File: config.mk
export PLATFORM = sky130hd
export DESIGN_NAME = adpcm_block_decoder_unit
export DESIGN_NICKNAME = d
export VERILOG_FILES = /design/src/rtl/core/adbd_pkg.sv /design/src/rtl/core/adbd_fifo.sv /design/src/rtl/core/adbd_front.sv /design/src/rtl/core/adbd_back.sv /design/src/rtl/core/adpcm_block_decoder_unit.sv
export SDC_FILE = /design/constraint.sdc
export NUM_CORES = 1
export LEC_CHECK = 0
export ABC_AREA = 1
export BUFFER_PORTS_ARGS = -buffer_cell sky130_fd_sc_hd__buf_4
export CORE_ASPECT_RATIO = 1.2
export CORE_UTILIZATION = 60
export CTS_CLUSTER_SIZE = 30
export DETAILED_ROUTE_END_ITERATION = 16
export HOLD_SLACK_MARGIN = 0.1
export PLACE_DENSITY = 0.77
export SLEW_MARGIN = 20
export SYNTH_ARGS = -nofsm -noshare
export SYNTH_HDL_FRONTEND = slang
export SYNTH_HIERARCHICAL = 1
export SYNTH_SLANG_ARGS = --single-unit
File: constraint.sdc
create_clock -name clock -period 8.5 [get_ports clock]
set_clock_uncertainty 0.2 [all_clocks]
set_input_delay 0 -clock clock [delete_from_list [all_inputs] [get_ports clock]]
set_output_delay 0 -clock clock [all_outputs]
set_load 0.01 [all_outputs]
File: src/rtl/core/adbd_pkg.sv
// ----------------------------------------------------------------------------
// adbd_pkg
// Types, constants and filter weight lookups shared by the block ADPCM decoder.
// ----------------------------------------------------------------------------
package adbd_pkg;

   // Command handed from the front end to the back end through the queue.
   typedef struct packed {
      logic       clear;    // header or flag byte ending a sound: clear predictors only
      logic       last;     // data byte that ends a sound
      logic [3:0] filter;
      logic [3:0] shift;
      logic [7:0] data;
   } cmd_type;

   // One decoded result as it waits in the result queue.
   typedef struct packed {
      logic signed [15:0] sample_s16;
      logic [7:0]         sample_u8;
      logic               last_of_run;
      logic               sound_done;
   } result_type;

   localparam int unsigned SUM_WIDTH = 19;

   localparam logic signed [SUM_WIDTH-1:0] SAMPLE_MAX = 19'sd32767;
   localparam logic signed [SUM_WIDTH-1:0] SAMPLE_MIN = -19'sd32768;

   localparam logic [3:0] HEADER_POS = 4'd0;
   localparam logic [3:0] FLAGS_POS  = 4'd1;

   // Weight applied to the most recent sample; filters 5 to 15 act as filter 0.
   function automatic logic signed [7:0] weight_new(input logic [3:0] filter);
      logic signed [7:0] w;
      begin
         case (filter)
            4'd1:    w = 8'sd60;
            4'd2:    w = 8'sd115;
            4'd3:    w = 8'sd98;
            4'd4:    w = 8'sd122;
            default: w = 8'sd0;
         endcase
         return w;
      end
   endfunction

   // Weight applied to the sample before that.
   function automatic logic signed [7:0] weight_old(input logic [3:0] filter);
      logic signed [7:0] w;
      begin
         case (filter)
            4'd2:    w = -8'sd52;
            4'd3:    w = -8'sd55;
            4'd4:    w = -8'sd60;
            default: w = 8'sd0;
         endcase
         return w;
      end
   endfunction

endpackage

File: src/rtl/core/adbd_fifo.sv
// ----------------------------------------------------------------------------
// adbd_fifo
// Small synchronous queue with push/full and pop/empty sides.
// ----------------------------------------------------------------------------
module adbd_fifo #(
   parameter int unsigned WIDTH = 8,
   parameter int unsigned DEPTH = 2
) (
   input  logic             clock,
   input  logic             reset,
   input  logic             push,
   input  logic [WIDTH-1:0] push_data,
   output logic             full,
   input  logic             pop,
   output logic [WIDTH-1:0] pop_data,
   output logic             empty
);

   localparam int unsigned PTR_WIDTH = (DEPTH > 1) ? $clog2(DEPTH) : 1;
   localparam int unsigned CNT_WIDTH = PTR_WIDTH + 1;
   localparam logic [PTR_WIDTH-1:0] LAST_PTR = PTR_WIDTH'(DEPTH - 1);

   logic [WIDTH-1:0]     store_ff [DEPTH];
   logic [PTR_WIDTH-1:0] wr_ptr_ff, wr_ptr_in;
   logic [PTR_WIDTH-1:0] rd_ptr_ff, rd_ptr_in;
   logic [CNT_WIDTH-1:0] count_ff, count_in;
   logic                 do_push;
   logic                 do_pop;

   assign full     = (count_ff == CNT_WIDTH'(DEPTH));
   assign empty    = (count_ff == '0);
   assign do_push  = push && !full;
   assign do_pop   = pop && !empty;
   assign pop_data = store_ff[rd_ptr_ff];

   // Pointers wrap at the last entry so that any depth works.
   always_comb begin
      wr_ptr_in = wr_ptr_ff;
      rd_ptr_in = rd_ptr_ff;
      if (do_push) begin
         wr_ptr_in = (wr_ptr_ff == LAST_PTR) ? '0 : wr_ptr_ff + 1'b1;
      end
      if (do_pop) begin
         rd_ptr_in = (rd_ptr_ff == LAST_PTR) ? '0 : rd_ptr_ff + 1'b1;
      end
      count_in  = count_ff;
      if (do_push && !do_pop) begin
         count_in = count_ff + 1'b1;
      end else if (do_pop && !do_push) begin
         count_in = count_ff - 1'b1;
      end
   end

   always_ff @(posedge clock) begin
      if (reset) begin
         wr_ptr_ff <= '0;
         rd_ptr_ff <= '0;
         count_ff  <= '0;
      end else begin
         wr_ptr_ff <= wr_ptr_in;
         rd_ptr_ff <= rd_ptr_in;
         count_ff  <= count_in;
      end
   end

   always_ff @(posedge clock) begin
      if (do_push) begin
         store_ff[wr_ptr_ff] <= push_data;
      end
   end

endmodule

File: src/rtl/core/adbd_front.sv
// ----------------------------------------------------------------------------
// adbd_front
// Tracks the byte position in the block, captures the header and turns each
// data byte, or a byte that ends a sound, into a decode or clear command.
// ----------------------------------------------------------------------------
module adbd_front (
   input  logic                clock,
   input  logic                reset,
   input  logic                accept,
   input  logic [7:0]          data_byte,
   input  logic                end_of_sound,
   output logic                cmd_push,
   output adbd_pkg::cmd_type   cmd_data
);

   logic [3:0] byte_pos_ff, byte_pos_in;
   logic [3:0] filter_ff, filter_in;
   logic [3:0] shift_ff, shift_in;
   logic       is_data;

   assign is_data = (byte_pos_ff != adbd_pkg::HEADER_POS) &&
                    (byte_pos_ff != adbd_pkg::FLAGS_POS);

   // A header or flag byte that ends a sound still has to clear the predictors.
   assign cmd_push        = accept && (is_data || end_of_sound);
   assign cmd_data.clear  = !is_data;
   assign cmd_data.last   = end_of_sound;
   assign cmd_data.filter = filter_ff;
   assign cmd_data.shift  = shift_ff;
   assign cmd_data.data   = data_byte;

   always_comb begin
      byte_pos_in = byte_pos_ff;
      filter_in   = filter_ff;
      shift_in    = shift_ff;
      if (accept) begin
         byte_pos_in = byte_pos_ff + 1'b1;
         if (byte_pos_ff == adbd_pkg::HEADER_POS) begin
            filter_in = data_byte[7:4];
            shift_in  = data_byte[3:0];
         end
         if (end_of_sound) begin
            byte_pos_in = '0;
            filter_in   = '0;
            shift_in    = '0;
         end
      end
   end

   always_ff @(posedge clock) begin
      if (reset) begin
         byte_pos_ff <= '0;
         filter_ff   <= '0;
         shift_ff    <= '0;
      end else begin
         byte_pos_ff <= byte_pos_in;
         filter_ff   <= filter_in;
         shift_ff    <= shift_in;
      end
   end

endmodule

File: src/rtl/core/adbd_back.sv
// ----------------------------------------------------------------------------
// adbd_back
// Decodes the two nibbles of each data command into samples: a multiply
// step forms the weighted predictors, then a sum step clamps and emits.
// ----------------------------------------------------------------------------
module adbd_back (
   input  logic                  clock,
   input  logic                  reset,
   input  adbd_pkg::cmd_type     cmd_data,
   input  logic                  cmd_empty,
   output logic                  cmd_pop,
   output logic                  rsp_push,
   output adbd_pkg::result_type  rsp_data,
   input  logic                  rsp_full
);

   typedef enum logic [1:0] {
      ST_IDLE,
      ST_MUL,
      ST_SUM
   } state_type;

   localparam int unsigned SW = adbd_pkg::SUM_WIDTH;

   state_type                state_ff, state_in;
   adbd_pkg::cmd_type        cmd_ff, cmd_in;
   logic                     half_ff, half_in;
   logic signed [15:0]       prev_ff, prev_in;
   logic signed [15:0]       older_ff, older_in;
   logic signed [15:0]       base_ff, base_in;
   logic signed [23:0]       p0_ff, p0_in;
   logic signed [23:0]       p1_ff, p1_in;
   logic [3:0]               nibble;
   logic signed [15:0]       nibble_word;
   logic signed [SW-1:0]     sum;
   logic signed [15:0]       clamped;
   logic                     commit;

   assign cmd_pop  = (state_ff == ST_IDLE) && !cmd_empty;
   assign commit   = (state_ff == ST_SUM) && !rsp_full;
   assign rsp_push = commit;

   assign nibble      = half_ff ? cmd_ff.data[7:4] : cmd_ff.data[3:0];
   assign nibble_word = {nibble, 12'b0};

   // The products are floored by dropping their low six bits.
   assign sum = SW'(base_ff) + SW'($signed(p0_ff[23:6])) + SW'($signed(p1_ff[23:6]));

   always_comb begin
      if (sum > adbd_pkg::SAMPLE_MAX) begin
         clamped = 16'sh7fff;
      end else if (sum < adbd_pkg::SAMPLE_MIN) begin
         clamped = 16'sh8000;
      end else begin
         clamped = sum[15:0];
      end
   end

   assign rsp_data.sample_s16  = clamped;
   assign rsp_data.sample_u8   = {~clamped[15], clamped[14:8]};
   assign rsp_data.last_of_run = half_ff;
   assign rsp_data.sound_done  = half_ff && cmd_ff.last;

   always_comb begin
      state_in = state_ff;
      cmd_in   = cmd_ff;
      half_in  = half_ff;
      prev_in  = prev_ff;
      older_in = older_ff;
      base_in  = base_ff;
      p0_in    = p0_ff;
      p1_in    = p1_ff;
      unique case (state_ff)
         ST_IDLE: begin
            if (!cmd_empty) begin
               if (cmd_data.clear) begin
                  prev_in  = '0;
                  older_in = '0;
               end else begin
                  cmd_in   = cmd_data;
                  half_in  = 1'b0;
                  state_in = ST_MUL;
               end
            end
         end
         ST_MUL: begin
            base_in  = nibble_word >>> cmd_ff.shift;
            p0_in    = prev_ff * adbd_pkg::weight_new(cmd_ff.filter);
            p1_in    = older_ff * adbd_pkg::weight_old(cmd_ff.filter);
            state_in = ST_SUM;
         end
         ST_SUM: begin
            if (commit) begin
               older_in = prev_ff;
               prev_in  = clamped;
               if (!half_ff) begin
                  half_in  = 1'b1;
                  state_in = ST_MUL;
               end else begin
                  if (cmd_ff.last) begin
                     prev_in  = '0;
                     older_in = '0;
                  end
                  state_in = ST_IDLE;
               end
            end
         end
         default: begin
            state_in = ST_IDLE;
         end
      endcase
   end

   always_ff @(posedge clock) begin
      if (reset) begin
         state_ff <= ST_IDLE;
         half_ff  <= 1'b0;
         prev_ff  <= '0;
         older_ff <= '0;
      end else begin
         state_ff <= state_in;
         half_ff  <= half_in;
         prev_ff  <= prev_in;
         older_ff <= older_in;
      end
      cmd_ff  <= cmd_in;
      base_ff <= base_in;
      p0_ff   <= p0_in;
      p1_ff   <= p1_in;
   end

   // The products must be ready before every sum.
   mul_then_sum: assert property (@(posedge clock) disable iff (reset)
      state_ff == ST_MUL |=> state_ff == ST_SUM)
      else $error("multiply step not followed by sum step");

   // While the result queue is full the sum step waits on unchanged operands.
   stall_holds: assert property (@(posedge clock) disable iff (reset)
      (state_ff == ST_SUM && rsp_full) |=>
         (state_ff == ST_SUM && $stable(p0_ff) && $stable(p1_ff) && $stable(prev_ff)))
      else $error("sum step operands changed during stall");

   // The predictors shift by one sample on each result within a sound.
   history_shift: assert property (@(posedge clock) disable iff (reset)
      (commit && !(half_ff && cmd_ff.last)) |=> older_ff == $past(prev_ff))
      else $error("predictor history not shifted");

   // The final sample of a sound leaves clean predictors behind.
   sound_end_clear: assert property (@(posedge clock) disable iff (reset)
      (commit && half_ff && cmd_ff.last) |=> (prev_ff == '0 && older_ff == '0))
      else $error("predictors not cleared at end of sound");

endmodule

File: src/rtl/core/adpcm_block_decoder_unit.sv
// An accepted byte waits in the command queue, which takes new requests while
// the back end is busy. A data byte's low nibble runs the back end's multiply
// and sum steps and its high nibble runs them again; a sum step waits while
// the result queue is full. Header and flag bytes are queued only to end a
// sound, and then only clear the predictors. Reset clears both predictors,
// the header fields, the byte position and both queues.
// ----------------------------------------------------------------------------
// adpcm_block_decoder_unit
// Block ADPCM decoder: a front end that tracks the block layout, a command
// queue, a back end that reconstructs samples, and a result queue.
// ----------------------------------------------------------------------------
module adpcm_block_decoder_unit #(
   parameter int unsigned CMD_DEPTH = 2,
   parameter int unsigned RSP_DEPTH = 2
) (
   input  logic               clock,
   input  logic               reset,
   input  logic               req_push,
   output logic               req_full,
   input  logic [7:0]         req_data_byte,
   input  logic               req_end_of_sound,
   output logic               rsp_empty,
   input  logic               rsp_pop,
   output logic signed [15:0] rsp_sample_s16,
   output logic [7:0]         rsp_sample_u8,
   output logic               rsp_last_of_run,
   output logic               rsp_sound_done
);

   localparam int unsigned CMD_WIDTH = $bits(adbd_pkg::cmd_type);
   localparam int unsigned RSP_WIDTH = $bits(adbd_pkg::result_type);

   logic                  accept;
   logic                  cmd_push;
   adbd_pkg::cmd_type     cmd_in_data;
   adbd_pkg::cmd_type     cmd_out_data;
   logic                  cmd_empty;
   logic                  cmd_pop;
   logic                  result_push;
   adbd_pkg::result_type  result_in_data;
   adbd_pkg::result_type  result_out_data;
   logic                  result_full;

   assign accept = req_push && !req_full;

   adbd_front u_front (
      .clock        (clock),
      .reset        (reset),
      .accept       (accept),
      .data_byte    (req_data_byte),
      .end_of_sound (req_end_of_sound),
      .cmd_push     (cmd_push),
      .cmd_data     (cmd_in_data)
   );

   adbd_fifo #(
      .WIDTH (CMD_WIDTH),
      .DEPTH (CMD_DEPTH)
   ) u_cmd_queue (
      .clock     (clock),
      .reset     (reset),
      .push      (cmd_push),
      .push_data (cmd_in_data),
      .full      (req_full),
      .pop       (cmd_pop),
      .pop_data  (cmd_out_data),
      .empty     (cmd_empty)
   );

   adbd_back u_back (
      .clock     (clock),
      .reset     (reset),
      .cmd_data  (cmd_out_data),
      .cmd_empty (cmd_empty),
      .cmd_pop   (cmd_pop),
      .rsp_push  (result_push),
      .rsp_data  (result_in_data),
      .rsp_full  (result_full)
   );

   adbd_fifo #(
      .WIDTH (RSP_WIDTH),
      .DEPTH (RSP_DEPTH)
   ) u_rsp_queue (
      .clock     (clock),
      .reset     (reset),
      .push      (result_push),
      .push_data (result_in_data),
      .full      (result_full),
      .pop       (rsp_pop),
      .pop_data  (result_out_data),
      .empty     (rsp_empty)
   );

   assign rsp_sample_s16  = result_out_data.sample_s16;
   assign rsp_sample_u8   = result_out_data.sample_u8;
   assign rsp_last_of_run = result_out_data.last_of_run;
   assign rsp_sound_done  = result_out_data.sound_done;

endmodule

## Word level (Yosys, flattened, before mapping)

Memories as Yosys holds them, arrays and structs flattened. A register that Yosys moved wholly into a read port is not among the register bits.
Cells that the tools add are included.

- Register bits after elaboration: 136
- Bits in writable memories: 88
- Word-level logic and storage cells: 139
- Memories: 2

- $add $sub $neg: 11
- $mul: 2
- Order comparisons: 2
- Equal/unequal tests: 13
- Shift operators: 1
- Muxes and demuxes: 47
- Bitwise gates (word level): 3
- Reduce and logical (&&, ||, !) cells: 38

Memories:

| memory | depth | width | rd ports | clocked after Yosys merged registers in | write ports | RTL line | text |
|---|---|---|---|---|---|---|---|
| u_rsp_queue.store_ff | 2 | 26 | 1 | 1 | 1 | adbd_fifo.sv:23 | `logic [WIDTH-1:0] store_ff [DEPTH];` |
| u_cmd_queue.store_ff | 2 | 18 | 1 | 1 | 1 | adbd_fifo.sv:23 |  |

Operator list:

| kind | count |
|---|---|
| 16-bit 2-to-1 mux | 10 |
| 16-bit case mux with 2 select lines | 2 |
| 16-bit by 8-bit multiplier with 24-bit output | 2 |
| 7-bit case mux with 4 select lines | 1 |
| 4-bit 2-to-1 mux | 6 |
| 8-bit case mux with 3 select lines | 1 |
| 16-bit by 18-bit adder with 19-bit output | 1 |
| 19-bit by 18-bit adder with 19-bit output | 1 |
| 19-bit by 16-bit > comparator with 1-bit output, second input constant | 1 |
| 19-bit by 16-bit < comparator with 1-bit output, second input constant | 1 |
| 1-bit 2-to-1 mux | 16 |
| 8-bit 2-to-1 mux | 2 |
| 16-bit by 4-bit >>> shifter with 16-bit output | 1 |
| 1-bit logical AND | 14 |
| 2-bit 2-to-1 mux | 7 |
| 1-bit zero test | 9 |
| 4-bit by 2-bit == test with 1-bit output, second input constant | 2 |
| 4-bit AND reduction | 2 |
| 2-bit nonzero test | 4 |
| 2-bit == test, second input constant | 3 |
| 2-bit zero test | 3 |
| 2-bit inequality test, second input constant | 3 |
| 2-bit case mux with 3 select lines | 1 |
| 3-bit AND reduction | 2 |
| 15 further kinds | 22 |

## Longest topological paths before layout

Gate-level depths: netlist of run 1.

- Depth in word-level cells: 9
- Depth in mapped cells: 25
- Mapped depth without buffers: 25

## Modules after synthesis

Netlist of run 1, hierarchy kept.

By module, submodules not included:

| module | times used | cells an instance | area an instance (um^2) | sequential area each (um^2) |
|---|---|---|---|---|
| adbd_back | 1 | 1550 | 12712.2 | 2772.7 |
| adbd_fifo at u_rsp_queue | 1 | 118 | 2233.4 | 1661.6 |
| adbd_fifo at u_cmd_queue | 1 | 93 | 1605.3 | 1181.1 |
| adbd_front | 1 | 77 | 624.3 | 240.2 |
| adpcm_block_decoder_unit | 1 | 2 | 10.0 | 0.0 |

## Least setup slack after synthesis of run 1

Ideal clock, no wire load.

- Kind: register to register
- From: reg u_back/cmd_ff[13] (netlist name)
- To: reg u_back.p0_ff[20] (data pin)
- Setup time: 0.266 ns
- Arrival: 4.988 ns
- Path slack: 3.046 ns
- Stages on the path, launching flop included: 22
- Buffers on the path: 1
- Clock period less this slack: 5.454 ns
- Cell sequence: edfxtp_1 > nor4_2 > nor2_1 > inv_1 > nor2_1 > inv_2 > buf_2 > nand2_1 > fa_1 > inv_1 > fa_1 > fa_1 > inv_1 > fa_1 > inv_1 > ha_1 > a21oi_1 > o21ai_0 > a21oi_1 > a21boi_0 > o221ai_1 > xor2_1

- Longest elaborated chain between the ends: 4
- Elaborated cells between the ends (all ways): 7

Ends and longest elaborated chain:

| element | RTL line | text |
|---|---|---|
| start: declaration | adbd_back.sv:26 | `adbd_pkg::cmd_type cmd_ff, cmd_in;` |
| start signal: assignment | adbd_back.sv:126 | `cmd_ff <= cmd_in;` |
| 4-bit by 3-bit == test with 1-bit output (tied with other cells) | adbd_pkg.sv:36 | `case (filter)` |
| 7-bit case mux with 4 select lines * | adbd_pkg.sv:36 |  |
| 8-bit 2-to-1 mux * | adbd_back.sv:73 | `unique case (state_ff)` |
| 16-bit by 8-bit multiplier with 24-bit output * | adbd_back.sv:88 | `p0_in = prev_ff * adbd_pkg::weight_new(cmd_ff.filter);` |
| end signal: assignment | adbd_back.sv:128 | `p0_ff <= p0_in;` |
| end: declaration | adbd_back.sv:31 | `logic signed [23:0] p0_ff, p0_in;` |

Every way passes the cells marked *; elsewhere a longest branch is shown, timed or not. The select of a mux whose other input is x is not followed.
A chain may end at the register's enable or synchronous reset.

## Worst setup path in the final report of run 1

Ends and elaborated chain as after synthesis.

==> results.md, run 1 <==
* Initial DRC Count at 726
* Drt first pass iters at 5
* CP Capture Type: register
* Top_reg_cell synth: edfxtp_1
* Slew Viols, Final at 0
* Overflow after GRT at 0
* Pleak at 8.69 nW
* HP Start: req_data_byte[2]
* TritonCTS clock tree: done
* CTS hold repair buffers at 22
* Warnings, synthesis at 6
* Top-area cell type share of the netlist area at 27.4%
* Hold Slack at 158 ps
* Clk_lat worst skew at 520 ps
* VDD IR max at 0.208 mV
* Placer congestion estimate at 0.933
* Routed via count at 12300
* Post-CTS Resized at 0
* Crit-path leading delay family: adder cells
* Psw at 2.08 mW
* Clk pwr share at 19.4%
* Syn Nets at 2148
* CTS clk-pin slew, worst paths at 60 ps
* Hold Fails Final Rpt at 0
* Area of the multi-input gates at 9530 um2
* Async SR Flop Fraction at 0%
* Fmax at 0.161 GHz
* Layout area overhead at 8.68%
* Core region area at 28100 um2
* TNS Setup at 0 ps
* # diodes at 0
* Avg Cell Area, Syn at 9.34 um2
* Buffers and inverters on the worst path at 6
* Die area at 29300 um2
* DR vias/cell at 5.38
* Nets at 2197
* Post-Syn Area at 17200 um2
* Crit-path max cell delay at 540 ps
* Most common cell in the synthesized netlist: inv_1
* Die Width at 156 um
* Hold Path Class: primary input to register
* Reg-to-reg startpoint: u_back/cmd_ff[13]
* Initial antenna violation count at 0
* Dpl ws at 2330 ps
* Dominant cell type by area after synthesis: edfxtp_1
* Reg2reg end: u_back/p0_ff[20]
* Num CTS Buffers at 22
* First-pass GRT wire length at 61.7 mm
* Gr usage total at 27.0%
* # fillers at 2171
* Layout Cells excl Fill at 2284
* Starting Density at 61.2%
* Switching share of power at 41.8%
* Worst reg-to-reg setup slack at 2290 ps
* Slowest CP cell: fa_1
* Worst Hold Path EP: u_front/shift_ff[2]
* Comb pwr share at 46.8%
* Setup Viol. Count Final at 0
* Final WS setup at 2290 ps
* Crit start category: register
* PwrDens at 267 nW/um2
* Number of global-route vias before repair at 12400
* Dpl cells at 2222
* Setup repair after global routing missed its margin: no
* Post-layout min period at 6210 ps
* CTS Sinks at 214
* Layout cells sized above 1 at 10.2%
* Postcts setup bufs at 0
* Synth top area cells: edfxtp_1 (27%), fa_1 (18%), ha_1 (10%)
* Worst EP arrival at 6260 ps
* Post-synth EDFFs at 157
* Sequential area share after synthesis at 34.1%
* Internal power at 2.90 mW
* Largest net degree at the start of global routing at 54
* Total of max-cap violations at 0
* Hpwl dp at 29.8 mm
* Outcome: finished clean
* DRC at 0
* Wirelength per Cell at 16.7 um
* Post-synth top cells: inv_1 (387), nand2_1 (307), nor2_1 (177), edfxtp_1 (157), fa_1 (154)
* Synth cell types at 53
* Detailed Route WL at 38.0 mm
* Ports at 41
* Max FO, Critical Path at 15
* Max Root-Sink Buffers at 3
* Clk Tree Root Cell: clkbuf_16
* Sequential share of power at 33.8%
* Die height at 187 um
* Synthesis-stage register bit count at 214
* Slew at the pin closest to its max-slew limit at 1100 ps
* Hold depth at 4
* Antenna viol nets, final at 0
* Slew margin rel. at 26.5%
* FF+latch area at 5860 um2
* PortBufs at 40
* Crit share post-route at 73.1%
* H-tree Lvls at 1
* # rows at 67
* Worst R2R Path Depth at 21
* Cells after Synth at 1840
* Worst-path cell chain: nor4_2 -> buf_4 -> nor2_1 -> inv_1 -> nor2_1 -> inv_2 -> nand2_1 -> fa_1 -> fa_1 -> inv_1 -> fa_1 -> inv_1 -> fa_1 -> inv_1 -> ha_1 -> a21oi_1 -> o21ai_0 -> a21oi_1 -> a21boi_0 -> o221ai_1 -> xor2_1
* Critical path type: register to register
* Required @ worst endpoint at 8540 ps
## cells in the final DEF, fill, tap and decap left out, drive strengths merged, types with 16 or more instances in the layout
master       instances
mux2                44
a21oi              102
edfxtp             157
clkbuf              27
dlygate4sd3         22
xor2                36
nand3               49
o21ai               50
fa                 154
ha                 141
nor2               181
buf                 51
nand2              339
inv                398
xnor2               19
dfxtp               57
nand4               16
## power groups by stage
| stage | Sequential [mW] | Combinational [mW] | Clock (mW) |
|---|---|---|---|
| floorplan | 1.63 | 1.92 | 0 |
| global placement | 1.70 | 2.24 | 0 |
| detailed placement | 1.71 | 2.31 | 0 |
| CTS | 1.68 | 2.33 | 0.976 |
| global route | 1.70 | 2.61 | 1.02 |
| finish | 1.69 | 2.33 | 0.968 |
## tightest hold or removal path, delay by kind of cell
kind                   cells  cell delay, ps
buffers and inverters      2             680
and+or+nand+nor            1              80
AOI/OAI and AO/OA          1              60
## state kept, by name, indices dropped and copies added (netlist names), 2 cells and up, named ones only
signal and count:
u_front/byte_pos_ff 4, u_rsp_queue/count_ff 2, u_back/prev_ff 16, u_back/older_ff 16, u_cmd_queue/count_ff 2, u_cmd_queue/store_ff 36, u_rsp_queue/store_ff 52, u_front/filter_ff 4
u_back/cmd_ff 17, u_back/p1_ff 18, u_back/p0_ff 18, u_back/base_ff 16, u_back/state_ff 2, u_front/shift_ff 4
## stage by stage
stage,instance area [um2],power [mW],utilization [%]
CTS,18700,4.99,66.5
floorplan,17200,3.55,-
finish,18700,4.99,66.5
global placement,17700,3.93,63.1
global route,18700,5.33,66.5
detailed placement,17700,4.02,63.1
## kinds of logic after synthesis
family	Yosys count	share of synthesized area, %
AND/OR/NAND/NOR	608	14.9
buffers and inverters	444	10.6
adder cells (fa/ha/maj)	295	28.2
flip-flops	214	34.1
AO/OA/AOI/OAI	178	5.75
XOR/XNOR	55	2.80
multiplexers	46	3.65
## layer usage
layer	global-route usage (%)	vias up	share of wire (%)
met2	47.6	367	51
li1	-	5883	-
met1	34.7	5973	41
met5	0	-	0
met4	8.52	0	3.2
met3	2.85	64	5.4
## worst max path at each step
stage | from | endpoint | slack [ps] | cells after the start
2_1_floorplan | u_back/cmd_ff[13] | u_back/p0_ff[20] | 3050 | 21
3_3_place_gp | u_back/cmd_ff[13] | u_back/p0_ff[20] | 2560 | 21
3_5_place_dp | u_back/cmd_ff[13] | u_back/p0_ff[20] | 2330 | 21
4_1_cts | u_back/cmd_ff[13] | u_back/p0_ff[20] | 2320 | 21
5_1_grt | u_back/cmd_ff[13] | u_back/p0_ff[20] | 1870 | 21
6_report | u_back/cmd_ff[13] | u_back/p0_ff[20] | 2290 | 21
## area by class of cell
type,instances,share of cell area [%]
multi-input cells,1182,51.0
flip-flops and latches,214,31.4
inverters,396,7.97
repair buffers,73,3.23
clock buffers,27,3.16
well taps,379,2.54
clock inverters,13,0.750
Note: power is estimated with default switching activity, not from simulation.
==> run 2, diff against run 1 <==
- CORE_UTILIZATION: 60 -> 58
- PLACE_DENSITY: 0.77 -> 0.78
- clock period: 8.5 -> 5.7 ns (I/O delays scaled with it)
==> run 2 against run 1 <==
Critical path depth unchanged. Non-clock buffer count increased by 19. Design area increased by 1.3%. Core utilization is 1.1 points lower. Total power grew 52%. Clock-buffer cell count shrank 1. First-iteration DRC count increased by 18%. Clock power rose by 58%. Setup slack worse by 2000 ps. Fmax rose by 14%. Sequential cell count is the same. Sequential share of layout area down 0.41 points. Critical endpoint is now u_back/p0_ff[21].
==> results.md, run 2 (same netlist as run 1, synthesis figures left out) <==
* Worst R2R Path Depth at 21
* Largest net degree at the start of global routing at 54
* Max Root-Sink Buffers at 3
* First-pass GRT wire length at 63.3 mm
* Drt first pass iters at 6
* Placer congestion estimate at 0.936
* CTS Sinks at 214
* Layout area overhead at 10.1%
* TritonCTS clock tree: done
* TNS Setup at 0 ps
* Clk_lat worst skew at 540 ps
* Regs by FF count: u_rsp_queue/store_ff: 52 flops, u_cmd_queue/store_ff: 36 flops
* Post-route cell area at 18900 um2
* Total of max-cap violations at 0
* CP Capture Type: register
* # diodes at 0
* GRT busiest layer: met2
* Dpl ws at 69.7 ps
* Clk Tree Root Cell: clkbuf_16
* DR vias/cell at 5.33
* Core region area at 28900 um2
* Die height at 191 um
* Most flop-heavy register: u_rsp_queue/store_ff
* # rows at 68
* Hpwl dp at 30.6 mm
* Ports at 41
* Slew Viols, Final at 0
* Crit-path max cell delay at 560 ps
* Crit share post-route at 95.8%
* Hold Path Class: primary input to register
* Worst EP arrival at 5530 ps
* Fin util at 65.4%
* Post-layout min period at 5460 ps
* Gr usage total at 26.7%
* Initial DRC Count at 860
* Wirelength per Cell at 17.0 um
* Detailed Route WL at 39.3 mm
* Met1 GRT Util at 34.6%
* Number of global-route vias before repair at 12300
* VDD IR max at 0.359 mV
* Layout cells sized above 1 at 11.4%
* Critical path type: register to register
* Routed via count at 12300
* Most frequent cells in the layout: inv_1 (387), nand2_1 (307), nor2_1 (172)
* Overflow after GRT at 0
* PortBufs at 40
* Slew margin rel. at 28.5%
* Setup Viol. Count Final at 0
* Nets at 2217
* Final WS setup at 242 ps
* H-tree Lvls at 1
* Slowest CP cell: fa_1
* Leading cell type in the layout, fill and taps excluded: inv_1
* Hold Fails Final Rpt at 0
* Slew at the pin closest to its max-slew limit at 1070 ps
* Antenna viol nets, final at 0
* Max FO, Critical Path at 7
* Num CTS Buffers at 23
* CTS clk-pin slew, worst paths at 60 ps
* Worst-path cell chain: nor4_4 -> nor2_2 -> inv_1 -> nor2_1 -> inv_2 -> buf_12 -> nand2_1 -> fa_1 -> fa_1 -> inv_1 -> fa_1 -> inv_1 -> fa_1 -> inv_1 -> ha_1 -> nand2_1 -> o21ai_0 -> a31oi_1 -> o21ai_0 -> a21oi_1 -> xor2_1
* Die area at 30300 um2
* Required @ worst endpoint at 5770 ps
* Worst reg-to-reg setup slack at 240 ps
* Met3 Use GR at 2.87%
* Max reg flops at 52
* PwrDens at 400 nW/um2
* Crit start category: register
* Initial antenna violation count at 0
* Starting Density at 59.4%
* DRC at 0
* Die Width at 159 um
* Fmax at 0.183 GHz
* Met2 Use GR at 46.8%
* Outcome: finished clean
* Hold depth at 4
* Pleak at 8.82 nW
* Post-place instance area at 17900 um2
run 2: cell count changes in the layout (fill, tap and decap cells not counted), moves of 2 or more:
cell,before,now
a21oi_1,100,98
a21oi_2,2,4
buf_4,51,68
clkbuf_16,22,24
clkbuf_8,2,0
clkinvlp_4,0,2
run 2: critical path, delay by kind of cell, from the launching register on:
kind	cells	cell delay (ps)
AO/OA/AOI/OAI	4	660
XOR/XNOR	1	150
adder cells (fa/ha/maj)	5	2420
buffers and inverters	6	530
flip-flops	1	490
AND/OR/NAND/NOR	5	760
run 2: layout make-up:
type	instances	area, um2
clock buffers	26	608
clock inverters	15	174
fillers	2295	10000
inverters	396	1490
multi-input cells	1182	9550
flip-flops and latches	214	5860
well taps	385	482
repair buffers	92	762
run 2: power by group:
part	switching [mW]	total, mW	internal (mW)
registers	0.230	2.51	2.28
logic	2.28	3.53	1.25
clock network	0.647	1.53	0.879
total	3.16	7.57	4.41
run 2: repair_timing:
item	4_1_cts	5_1_grt
endpoints found under the hold margin	75	0
endpoints found under the setup margin	0	9
buffers inserted	0	2
hold buffers	22	0
gates resized for setup	0	8
run 2: path summary, 6_finish.rpt:
check | startpoint | end
max | u_back/cmd_ff[13] | u_back/p0_ff[21]
min reg2reg | u_front/filter_ff[1] | u_cmd_queue/store_ff[0][13]
min | req_data_byte[0] | u_front/shift_ff[0]
max reg2reg | u_back/cmd_ff[13] | u_back/p0_ff[21]
run 2: stage by stage:
| stage | instances | hold slack (ps) | power, mW |
|---|---|---|---|
| finish | 2310 | 141 | 7.57 |
| global route | 2310 | 138 | 8.09 |
| CTS | 2308 | 111 | 7.56 |
| detailed placement | 2245 | -1.47 | 6.01 |
| global placement | 2245 | 0.208 | 5.89 |
| floorplan | 1840 | -29.7 | 5.30 |
run 2: layer usage:
layer / routed length [um] / vias up
li1: - / 5927
met1: 16300 / 5924
met2: 19400 / 409
met3: 2300 / 62
met4: 1210 / 0
met5: 0 / -
